==> config.mk <==
export PLATFORM = sky130hd
export DESIGN_NAME = button_click_hold_detector
export DESIGN_NICKNAME = d
export VERILOG_FILES = /design/src/hdl/bchd_pkg.sv /design/src/hdl/button_click_hold_detector.sv /design/src/hdl/bchd_cfg.sv /design/src/hdl/bchd_front.sv /design/src/hdl/bchd_link_q.sv /design/src/hdl/bchd_back.sv
export VERILOG_INCLUDE_DIRS = /design/src /design/src/hdl
export SDC_FILE = /design/constraint.sdc
export NUM_CORES = 1
export LEC_CHECK = 0
export BUFFER_PORTS_ARGS = -buffer_cell sky130_fd_sc_hd__buf_4
export CORE_ASPECT_RATIO = 0.5
export CORE_MARGIN = 2
export CORE_UTILIZATION = 59
export CTS_CLUSTER_DIAMETER = 30
export DETAILED_ROUTE_END_ITERATION = 10
export GPL_ROUTABILITY_DRIVEN = 1
export GPL_TIMING_DRIVEN = 0
export PLACE_DENSITY = 0.85
export SLEW_MARGIN = 20
export SYNTH_ARGS = -nofsm -noshare
export SYNTH_HDL_FRONTEND = slang
export SYNTH_SLANG_ARGS = --single-unit
==> constraint.sdc <==
create_clock -name clk -period 8.9 [get_ports clk]
set_clock_uncertainty 0.05 [all_clocks]
set_input_delay 0.445 -clock clk [delete_from_list [all_inputs] [get_ports clk]]
set_output_delay 0.445 -clock clk [all_outputs]
set_load 0.005 [all_outputs]
==> src/hdl/button_click_hold_detector_macros.svh <==
`ifndef BUTTON_CLICK_HOLD_DETECTOR_MACROS_SVH
`define BUTTON_CLICK_HOLD_DETECTOR_MACROS_SVH

// same-cycle implication, checked outside reset
`define BCHD_ASSERT_NOW(label, ante, cons) \
  label: assert property (@(posedge clk) disable iff (rst) (ante) |-> (cons)) \
    else $error("bchd same-cycle check failed");

// next-cycle implication, checked outside reset
`define BCHD_ASSERT_NEXT(label, ante, cons) \
  label: assert property (@(posedge clk) disable iff (rst) (ante) |=> (cons)) \
    else $error("bchd next-cycle check failed");

`endif

==> src/hdl/bchd_pkg.sv <==
`timescale 1ns / 1ps

package bchd_pkg;

  localparam int TIME_W  = 32;
  localparam int CFG_W   = 16;
  localparam int ADDR_W  = 4;
  localparam int DATA_W  = 32;
  localparam int EV_W    = 3;
  localparam int PHASE_W = 3;

  localparam logic [PHASE_W-1:0] PH_IDLE    = 3'd0;
  localparam logic [PHASE_W-1:0] PH_PRESSED = 3'd1;
  localparam logic [PHASE_W-1:0] PH_WAIT2   = 3'd2;
  localparam logic [PHASE_W-1:0] PH_WAIT3   = 3'd3;
  localparam logic [PHASE_W-1:0] PH_HELD    = 3'd4;

  localparam logic [EV_W-1:0] EV_NONE    = 3'd0;
  localparam logic [EV_W-1:0] EV_CLICK   = 3'd1;
  localparam logic [EV_W-1:0] EV_DOUBLE  = 3'd2;
  localparam logic [EV_W-1:0] EV_TRIPLE  = 3'd3;
  localparam logic [EV_W-1:0] EV_HOLD    = 3'd4;
  localparam logic [EV_W-1:0] EV_RELEASE = 3'd5;

  localparam logic [1:0] REG_DEBOUNCE  = 2'd0;
  localparam logic [1:0] REG_CLICK_MAX = 2'd1;
  localparam logic [1:0] REG_HOLD      = 2'd2;
  localparam logic [1:0] REG_CLICK_GAP = 2'd3;

  localparam logic [CFG_W-1:0] RST_DEBOUNCE  = 16'd20;
  localparam logic [CFG_W-1:0] RST_CLICK_MAX = 16'd300;
  localparam logic [CFG_W-1:0] RST_HOLD      = 16'd1500;
  localparam logic [CFG_W-1:0] RST_CLICK_GAP = 16'd300;

  typedef struct packed {
    logic [CFG_W-1:0] debounce_ms;
    logic [CFG_W-1:0] click_max_ms;
    logic [CFG_W-1:0] hold_ms;
    logic [CFG_W-1:0] click_gap_ms;
  } cfg_t;

  // debounced sample handed from front to back
  typedef struct packed {
    logic              level;
    logic [TIME_W-1:0] now;
  } sample_t;

  typedef struct packed {
    logic [EV_W-1:0]   event_code;
    logic              is_pressed;
    logic [TIME_W-1:0] held_time_ms;
  } result_t;

  typedef struct packed {
    logic valid;
    logic full;
  } link_stat_t;

endpackage

==> src/hdl/button_click_hold_detector.sv <==
// Button click / hold detector. Each pushed item is one poll of the active-low
// pin with a millisecond timestamp; each poll yields exactly one result, in
// order, holding the event (none, click, double, triple, hold, release), the
// debounced level and the current press duration. The front end debounces and
// accepts one poll per clock unless its two-entry queue is full, which stalls
// input; that queue feeds the press classifier, which retires one poll per
// clock into a two-entry result queue while it has room, so the rate is one
// item per cycle unless the receiver stalls. Each poll passes the front queue,
// then the result queue. The user writes thresholds over APB (byte addresses
// 0, 4, 8, 12) only while no item is in flight; the block does not enforce it.
`timescale 1ns / 1ps
`include "button_click_hold_detector_macros.svh"

module button_click_hold_detector (
  input  logic                          clk,
  input  logic                          rst,
  input  logic                          push,
  output logic                          full,
  input  logic                          pin_level,
  input  logic [bchd_pkg::TIME_W-1:0]   now_ms,
  output logic                          empty,
  input  logic                          pop,
  output logic [bchd_pkg::EV_W-1:0]     event_code,
  output logic                          is_pressed,
  output logic [bchd_pkg::TIME_W-1:0]   held_time_ms,
  input  logic                          psel,
  input  logic                          penable,
  input  logic                          pwrite,
  input  logic [bchd_pkg::ADDR_W-1:0]   paddr,
  input  logic [bchd_pkg::DATA_W-1:0]   pwdata,
  output logic [bchd_pkg::DATA_W-1:0]   prdata,
  output logic                          pready
);
  import bchd_pkg::*;

  cfg_t       cfg;
  sample_t    smp_in;
  sample_t    smp_out;
  logic       smp_push;
  logic       link_pop;
  link_stat_t link;

  bchd_cfg u_cfg (
    .clk     (clk),
    .rst     (rst),
    .psel    (psel),
    .penable (penable),
    .pwrite  (pwrite),
    .paddr   (paddr),
    .pwdata  (pwdata),
    .prdata  (prdata),
    .pready  (pready),
    .cfg     (cfg)
  );

  bchd_front u_front (
    .clk         (clk),
    .rst         (rst),
    .push        (push),
    .full        (full),
    .pin_level   (pin_level),
    .now_ms      (now_ms),
    .debounce_ms (cfg.debounce_ms),
    .link_full   (link.full),
    .smp_push    (smp_push),
    .smp         (smp_in)
  );

  bchd_link_q u_link (
    .clk     (clk),
    .rst     (rst),
    .wr      (smp_push),
    .wr_data (smp_in),
    .rd      (link_pop),
    .rd_data (smp_out),
    .stat    (link)
  );

  bchd_back u_back (
    .clk          (clk),
    .rst          (rst),
    .cfg          (cfg),
    .link         (link),
    .smp          (smp_out),
    .link_pop     (link_pop),
    .empty        (empty),
    .pop          (pop),
    .event_code   (event_code),
    .is_pressed   (is_pressed),
    .held_time_ms (held_time_ms)
  );

  `BCHD_ASSERT_NOW(a_hold_pressed, !empty && event_code == EV_HOLD, is_pressed)
  `BCHD_ASSERT_NOW(a_release_up, !empty && event_code == EV_RELEASE, !is_pressed)
  `BCHD_ASSERT_NOW(a_up_no_time, !empty && !is_pressed, held_time_ms == '0)
  `BCHD_ASSERT_NEXT(a_link_fill, smp_push && !link_pop, link.valid)

endmodule

==> src/hdl/bchd_cfg.sv <==
`timescale 1ns / 1ps

module bchd_cfg (
  input  logic                          clk,
  input  logic                          rst,
  input  logic                          psel,
  input  logic                          penable,
  input  logic                          pwrite,
  input  logic [bchd_pkg::ADDR_W-1:0]   paddr,
  input  logic [bchd_pkg::DATA_W-1:0]   pwdata,
  output logic [bchd_pkg::DATA_W-1:0]   prdata,
  output logic                          pready,
  output bchd_pkg::cfg_t                cfg
);
  import bchd_pkg::*;

  logic       wr_en;
  logic [1:0] idx;

  assign pready = 1'b1;
  assign wr_en  = psel && penable && pwrite;
  assign idx    = paddr[3:2];

  always_ff @(posedge clk) begin
    if (rst) begin
      cfg.debounce_ms  <= RST_DEBOUNCE;
      cfg.click_max_ms <= RST_CLICK_MAX;
      cfg.hold_ms      <= RST_HOLD;
      cfg.click_gap_ms <= RST_CLICK_GAP;
    end else if (wr_en) begin
      unique case (idx)
        REG_DEBOUNCE:  cfg.debounce_ms  <= pwdata[CFG_W-1:0];
        REG_CLICK_MAX: cfg.click_max_ms <= pwdata[CFG_W-1:0];
        REG_HOLD:      cfg.hold_ms      <= pwdata[CFG_W-1:0];
        REG_CLICK_GAP: cfg.click_gap_ms <= pwdata[CFG_W-1:0];
        default: ;
      endcase
    end
  end

  always_comb begin
    prdata = '0;
    unique case (idx)
      REG_DEBOUNCE:  prdata[CFG_W-1:0] = cfg.debounce_ms;
      REG_CLICK_MAX: prdata[CFG_W-1:0] = cfg.click_max_ms;
      REG_HOLD:      prdata[CFG_W-1:0] = cfg.hold_ms;
      REG_CLICK_GAP: prdata[CFG_W-1:0] = cfg.click_gap_ms;
      default: ;
    endcase
  end

endmodule

==> src/hdl/bchd_front.sv <==
`timescale 1ns / 1ps

module bchd_front (
  input  logic                          clk,
  input  logic                          rst,
  input  logic                          push,
  output logic                          full,
  input  logic                          pin_level,
  input  logic [bchd_pkg::TIME_W-1:0]   now_ms,
  input  logic [bchd_pkg::CFG_W-1:0]    debounce_ms,
  input  logic                          link_full,
  output logic                          smp_push,
  output bchd_pkg::sample_t             smp
);
  import bchd_pkg::*;

  logic              stable_level;
  logic [TIME_W-1:0] last_accept_time;
  logic              raw;
  logic [TIME_W-1:0] elapsed;
  logic              change;

  assign full     = link_full;
  assign smp_push = push && !link_full;
  assign raw      = !pin_level;
  assign elapsed  = now_ms - last_accept_time;
  // lockout: a level change is taken only after the debounce window
  assign change   = (raw != stable_level) &&
                    (elapsed >= {{(TIME_W-CFG_W){1'b0}}, debounce_ms});

  assign smp.level = change ? raw : stable_level;
  assign smp.now   = now_ms;

  always_ff @(posedge clk) begin
    if (rst) begin
      stable_level     <= 1'b0;
      last_accept_time <= '0;
    end else if (smp_push && change) begin
      stable_level     <= raw;
      last_accept_time <= now_ms;
    end
  end

endmodule

==> src/hdl/bchd_link_q.sv <==
`timescale 1ns / 1ps

module bchd_link_q (
  input  logic                 clk,
  input  logic                 rst,
  input  logic                 wr,
  input  bchd_pkg::sample_t    wr_data,
  input  logic                 rd,
  output bchd_pkg::sample_t    rd_data,
  output bchd_pkg::link_stat_t stat
);
  import bchd_pkg::*;

  sample_t    mem [2];
  logic       wptr;
  logic       rptr;
  logic [1:0] count;
  logic       do_wr;
  logic       do_rd;

  assign stat.valid = (count != 2'd0);
  assign stat.full  = (count == 2'd2);
  assign do_wr      = wr && !stat.full;
  assign do_rd      = rd && stat.valid;
  assign rd_data    = mem[rptr];

  always_ff @(posedge clk) begin
    if (do_wr) begin
      mem[wptr] <= wr_data;
    end
  end

  always_ff @(posedge clk) begin
    if (rst) begin
      wptr  <= 1'b0;
      rptr  <= 1'b0;
      count <= 2'd0;
    end else begin
      if (do_wr) wptr <= !wptr;
      if (do_rd) rptr <= !rptr;
      count <= count + {1'b0, do_wr} - {1'b0, do_rd};
    end
  end

endmodule

==> src/hdl/bchd_back.sv <==
`timescale 1ns / 1ps

module bchd_back (
  input  logic                          clk,
  input  logic                          rst,
  input  bchd_pkg::cfg_t                cfg,
  input  bchd_pkg::link_stat_t          link,
  input  bchd_pkg::sample_t             smp,
  output logic                          link_pop,
  output logic                          empty,
  input  logic                          pop,
  output logic [bchd_pkg::EV_W-1:0]     event_code,
  output logic                          is_pressed,
  output logic [bchd_pkg::TIME_W-1:0]   held_time_ms
);
  import bchd_pkg::*;

  logic [PHASE_W-1:0] phase, phase_next;
  logic [TIME_W-1:0]  press_start, press_start_next;
  logic [TIME_W-1:0]  release_start, release_start_next;
  logic               hold_reported, hold_reported_next;
  logic [1:0]         clicks_so_far, clicks_so_far_next;

  logic [TIME_W-1:0]  dur;
  logic [TIME_W-1:0]  gap;
  logic [1:0]         clicks_inc;
  result_t            res;

  // result queue
  result_t            oq [2];
  logic               owptr;
  logic               orptr;
  logic [1:0]         ocount;
  logic               fire;
  logic               do_pop;

  assign empty    = (ocount == 2'd0);
  assign do_pop   = pop && !empty;
  assign fire     = link.valid && (ocount != 2'd2);
  assign link_pop = fire;

  assign dur        = smp.now - press_start;
  assign gap        = smp.now - release_start;
  assign clicks_inc = clicks_so_far + 2'd1;

  always_comb begin
    phase_next         = phase;
    press_start_next   = press_start;
    release_start_next = release_start;
    hold_reported_next = hold_reported;
    clicks_so_far_next = clicks_so_far;
    res.event_code     = EV_NONE;
    unique case (phase)
      PH_PRESSED: begin
        if (!smp.level) begin
          release_start_next = smp.now;
          if (dur < {{(TIME_W-CFG_W){1'b0}}, cfg.click_max_ms}) begin
            if (clicks_inc == 2'd0 || clicks_inc == 2'd3) begin
              res.event_code     = EV_TRIPLE;
              clicks_so_far_next = 2'd0;
              phase_next         = PH_IDLE;
            end else begin
              clicks_so_far_next = clicks_inc;
              phase_next         = (clicks_inc == 2'd2) ? PH_WAIT3 : PH_WAIT2;
            end
          end else begin
            clicks_so_far_next = 2'd0;
            phase_next         = PH_IDLE;
            if (hold_reported) res.event_code = EV_RELEASE;
          end
        end else if (dur >= {{(TIME_W-CFG_W){1'b0}}, cfg.hold_ms} && !hold_reported) begin
          hold_reported_next = 1'b1;
          clicks_so_far_next = 2'd0;
          phase_next         = PH_HELD;
          res.event_code     = EV_HOLD;
        end
      end
      PH_WAIT2, PH_WAIT3: begin
        if (smp.level) begin
          press_start_next   = smp.now;
          hold_reported_next = 1'b0;
          phase_next         = PH_PRESSED;
        end else if (gap >= {{(TIME_W-CFG_W){1'b0}}, cfg.click_gap_ms}) begin
          res.event_code     = (phase == PH_WAIT2) ? EV_CLICK : EV_DOUBLE;
          clicks_so_far_next = 2'd0;
          phase_next         = PH_IDLE;
        end
      end
      PH_HELD: begin
        if (!smp.level) begin
          res.event_code     = EV_RELEASE;
          clicks_so_far_next = 2'd0;
          phase_next         = PH_IDLE;
        end
      end
      default: begin
        // idle, and unused codes behave as idle
        if (smp.level) begin
          press_start_next   = smp.now;
          hold_reported_next = 1'b0;
          clicks_so_far_next = 2'd0;
          phase_next         = PH_PRESSED;
        end else begin
          phase_next = PH_IDLE;
        end
      end
    endcase
    res.is_pressed   = smp.level;
    res.held_time_ms = (phase_next == PH_PRESSED || phase_next == PH_HELD) ?
                       (smp.now - press_start_next) : '0;
  end

  always_ff @(posedge clk) begin
    if (rst) begin
      phase         <= PH_IDLE;
      press_start   <= '0;
      release_start <= '0;
      hold_reported <= 1'b0;
      clicks_so_far <= 2'd0;
    end else if (fire) begin
      phase         <= phase_next;
      press_start   <= press_start_next;
      release_start <= release_start_next;
      hold_reported <= hold_reported_next;
      clicks_so_far <= clicks_so_far_next;
    end
  end

  always_ff @(posedge clk) begin
    if (fire) begin
      oq[owptr] <= res;
    end
  end

  always_ff @(posedge clk) begin
    if (rst) begin
      owptr  <= 1'b0;
      orptr  <= 1'b0;
      ocount <= 2'd0;
    end else begin
      if (fire)   owptr <= !owptr;
      if (do_pop) orptr <= !orptr;
      ocount <= ocount + {1'b0, fire} - {1'b0, do_pop};
    end
  end

  assign event_code   = oq[orptr].event_code;
  assign is_pressed   = oq[orptr].is_pressed;
  assign held_time_ms = oq[orptr].held_time_ms;

endmodule

==> summary.txt <==
Pwr
  • VDD IR-drop max: between 0.00015 and 0.0002 V
  • P_sw: 3.896 mW
  • Net Sw Frac: 43.90%
  • Sequential share of power: 23.2%
  • Cell Pwr Density: 365.7 mW/mm^2
  • Power Internal: 4.978 mW
  • Comb power frac: 57.0%
  • Leak Pwr: 9.389 nW
  • Clock power frac: 19.8%

Synth
  • Synth warn: 0
  • Simple-gate share of the synthesized area: between 10% and 20%
  • Top-count cell post-synth: nor2_1
  • Syn Inst Count: 2,398
  • Seq/Total Area, Yosys: 36.26%
  • Yosys reg bits: 315
  • Largest family of logic cells by synthesized area: compound AO/OA/AOI/OAI gates
  • Post-synthesis adder-cell area fraction: 12.00%
  • Syn_area_per_cell: 8.842 um^2
  • Distinct cells, synth: 78
  • Top cell type's share of synthesized area: a little under 20%
  • Post-synth EDFFs: 138
  • Mux contribution to synthesized area: slightly above 7%
  • Synth Flop Type: dfxtp_1
  • Largest area contributor in the netlist: edfxtp_1
  • Synth Area in Compound Gates: 19.64%
  • XOR/XNOR Fraction of Synth Area: 4.296%
  • Post-synthesis async set-or-reset flop share: 0%
  • Post-synth top cells: nor2_1 (264), inv_1 (226), a21oi_1 (220), nand2_1 (203), ha_1 (197)
  • Top cells by area, synth: edfxtp_1 (20%), dfxtp_1 (17%), ha_1 (12%)
  • Syn Std Cell Area: 0.02120 mm^2

Setup path
  • Startpoint types: flop
  • Reg-to-reg endpoint: u_back.oq[0][3]$_DFFE_PP_
  • Crit path arrival time: 8.41 ns
  • Worst Path Max Fanout: 10
  • CP endpoint kind: flop
  • CP required: 9.19 ns
  • Worst r2r path cells: 24
  • Crit path capture: u_back.oq[0][3]$_DFFE_PP_
  • Slack of the worst reg-to-reg path: 0.78 ns
  • Crit Path Class: reg2reg

Floorplan
  • Core area: 0.03568 mm^2
  • Die Ht: 138.0 um
  • Num ports: 147
  • Die W: between 200 and 300 um
  • Std cell rows: 49
  • Die area: ~0.038 mm^2
  • Starting Density: 59.42%

Route
  • Post-Route WL: ~60,000 um
  • Remaining routing DRC violations: 0
  • WL/cell: 19.57 um
  • Routed Antenna Nets: 0
  • 1st-pass router iterations: 8
  • Via count: 18.58k
  • 1st-iter DRT viols: 1,774
  • Via-per-instance ratio: 6.022

Timing
  • Worst hold slack: 0.03911 ns
  • Slew Limit Fails: 0
  • Worst setup margin: 0.7772 ns
  • F_max: approximately 120 MHz
  • Final hold vios: 0
  • Worst-Margin Slew: between 1 and 1.5 ns
  • Period Utilization, post-route: 91.27%
  • Total Neg Setup Slack: 0 ns
  • Finish-stage setup viols: 0
  • Period minus WS final: about 8.1 ns
  • Max-slew headroom: 29.44%
  • Unrepaired setup endpoints after global routing: false

Clocking
  • Clk Latency, worst-skew pair: 0.56 ns
  • Setup Buffers After CTS: 0
  • Root buf cell: clkbuf_16
  • CTS tree: done
  • Cts hold-fix bufs: 0
  • H-tree Lvls: 2
  • Clock transition at path regs: approximately 0.070 ns
  • CTS resizes: 0
  • Num Clock Sinks: 315
  • Worst-case clock buffer depth: 3
  • Num CTS Buffers: 41

Outcome
  • Status: finished clean

Placed design
  • Gpl congestion: 0.9931
  • # port buffers: ~110
  • Post-DP HPWL: between 40,000 and 50,000 um
  • Placement-stage worst setup slack: approximately 1.1 ns

Global route
  • First-pass GRT wire length: 93,760 um
  • Total congestion overflow: 0
  • Antenna violations before repair: 0
  • Vias in the first global route: 17.28k
  • All-Layer GR Usage: 31.48%
  • Largest net degree at the start of global routing: 33

Final layout
  • Layout Nets: ~2.8k
  • Layout cells sized above 1: 11.26%
  • Filler cells: 2,809
  • Area Overhead vs Synth: 14.44%
  • Antenna cells: 0

Flow run
  • Max cap viols: 0

Worst hold path
  • Worst hold-check path type: in2reg
  • Min-delay src: now_ms[0]
## metrics by stage
stage | instance area, um^2 | power, mW | cells | utilization (%)
finish | 24260 | 8.874 | 3085 | 68.00
global route | 24260 | 9.488 | 3085 | 68.00
detailed placement | 22790 | 6.984 | 3010 | 63.88
CTS | 24260 | 8.778 | 3085 | 67.98
floorplan | 21260 | 5.615 | 2413 | -
global placement | 22680 | 6.831 | 3006 | 63.57
## layer usage
layer	vias up	part of all wire [%]	track usage, %
met2	840	43	48.38
li1	8903	-	-
met4	0	2.2	7.201
met5	-	0	0
met3	121	9.8	6.323
met1	8715	45	45.82
## how the worst min path moves through the flow
stage / endpoint / cells past startpoint
6_report: u_link.mem[1][0]$_DFFE_PP_ / 1
5_1_grt: u_link.mem[1][0]$_DFFE_PP_ / 1
4_1_cts: u_link.mem[1][0]$_DFFE_PP_ / 1
3_5_place_dp: u_cfg.cfg[28]$_SDFFE_PP0P_ / 2
3_3_place_gp: u_cfg.cfg[43]$_SDFFE_PP0P_ / 2
2_1_floorplan: u_back.clicks_so_far[1]$_SDFFE_PP0P_ / 2
## flip-flops by register name, summed over array words and instances (netlist names), named ones only
register	cells
u_back.clicks_so_far	2
u_link.mem	66
u_back.ocount	2
u_back.release_start	32
u_front.stable_level	1
u_cfg.cfg	64
u_link.rptr	1
u_link.count	2
u_front.last_accept_time	32
u_back.press_start	32
u_back.hold_reported	1
u_back.orptr	1
u_back.phase	3
u_back.oq	72
u_back.owptr	1
u_link.wptr	1
## power groups by stage
| stage | combinational (mW) | clock (mW) | sequential, mW |
|---|---|---|---|
| floorplan | 3.57 | 0 | 2.05 |
| CTS | 4.96 | 1.77 | 2.05 |
| detailed placement | 4.90 | 0 | 2.08 |
| finish | 5.06 | 1.76 | 2.05 |
| global route | 5.58 | 1.83 | 2.08 |
| global placement | 4.76 | 0 | 2.07 |
## cell type report
cell class,count,area (um^2),share of cell area [%]
Buffer,106,473.0,1.949
Timing Repair Buffer,113,898.4,3.702
Inverter,227,852.1,3.512
Sequential cell,315,7687,31.68
Tap cell,484,605.6,2.496
Clock buffer,48,1125,4.636
Clock inverter,27,337.8,1.392
Multi-Input combinational cell,1765,12290,50.63
## cells by family after synthesis
group | Yosys count
AND/OR/NAND/NOR | 678
flip-flops | 315
other | 2
AO/OA/AOI/OAI | 639
adder cells (fa/ha/maj) | 201
buffers and inverters | 333
multiplexers | 126
XOR/XNOR | 104
## cells in the final DEF, fill, tap and decap left out, types with 34 or more instances in the layout
cell and n:
ha_1 197, nor2_1 261, xnor2_1 70, inv_1 226
nand2b_1 34, nand2_1 203, mux2i_1 73, edfxtp_1 138
xor2_1 34, o211ai_1 34, mux2_2 36, o21ai_0 100
a21o_1 51, clkbuf_1 79, clkbuf_16 43, dfxtp_1 177
a21oi_1 220, buf_4 126, a211oi_1 82
## critical path: stages, from the launching register on
cell and delay, ns:
dfxtp_1 0.30, clkbuf_1 0.47, clkbuf_1 0.65, mux2i_1 0.78, inv_1 0.25, ha_1 0.41, nor2b_1 0.16, o31ai_1 0.44
a21oi_1 0.22, or2_2 0.36, a31oi_1 0.21, xnor2_1 0.19, ha_1 0.29, nor2b_1 0.13, o21ai_0 0.19, o21ai_0 0.12
nor4_1 0.21, o211ai_1 0.14, or4_1 0.54, nor4_1 0.36, nand3_1 0.40, o21a_1 0.31, a21o_1 0.22, buf_2 0.23
a211oi_1 0.26
Power figures use the tool's default switching activity.
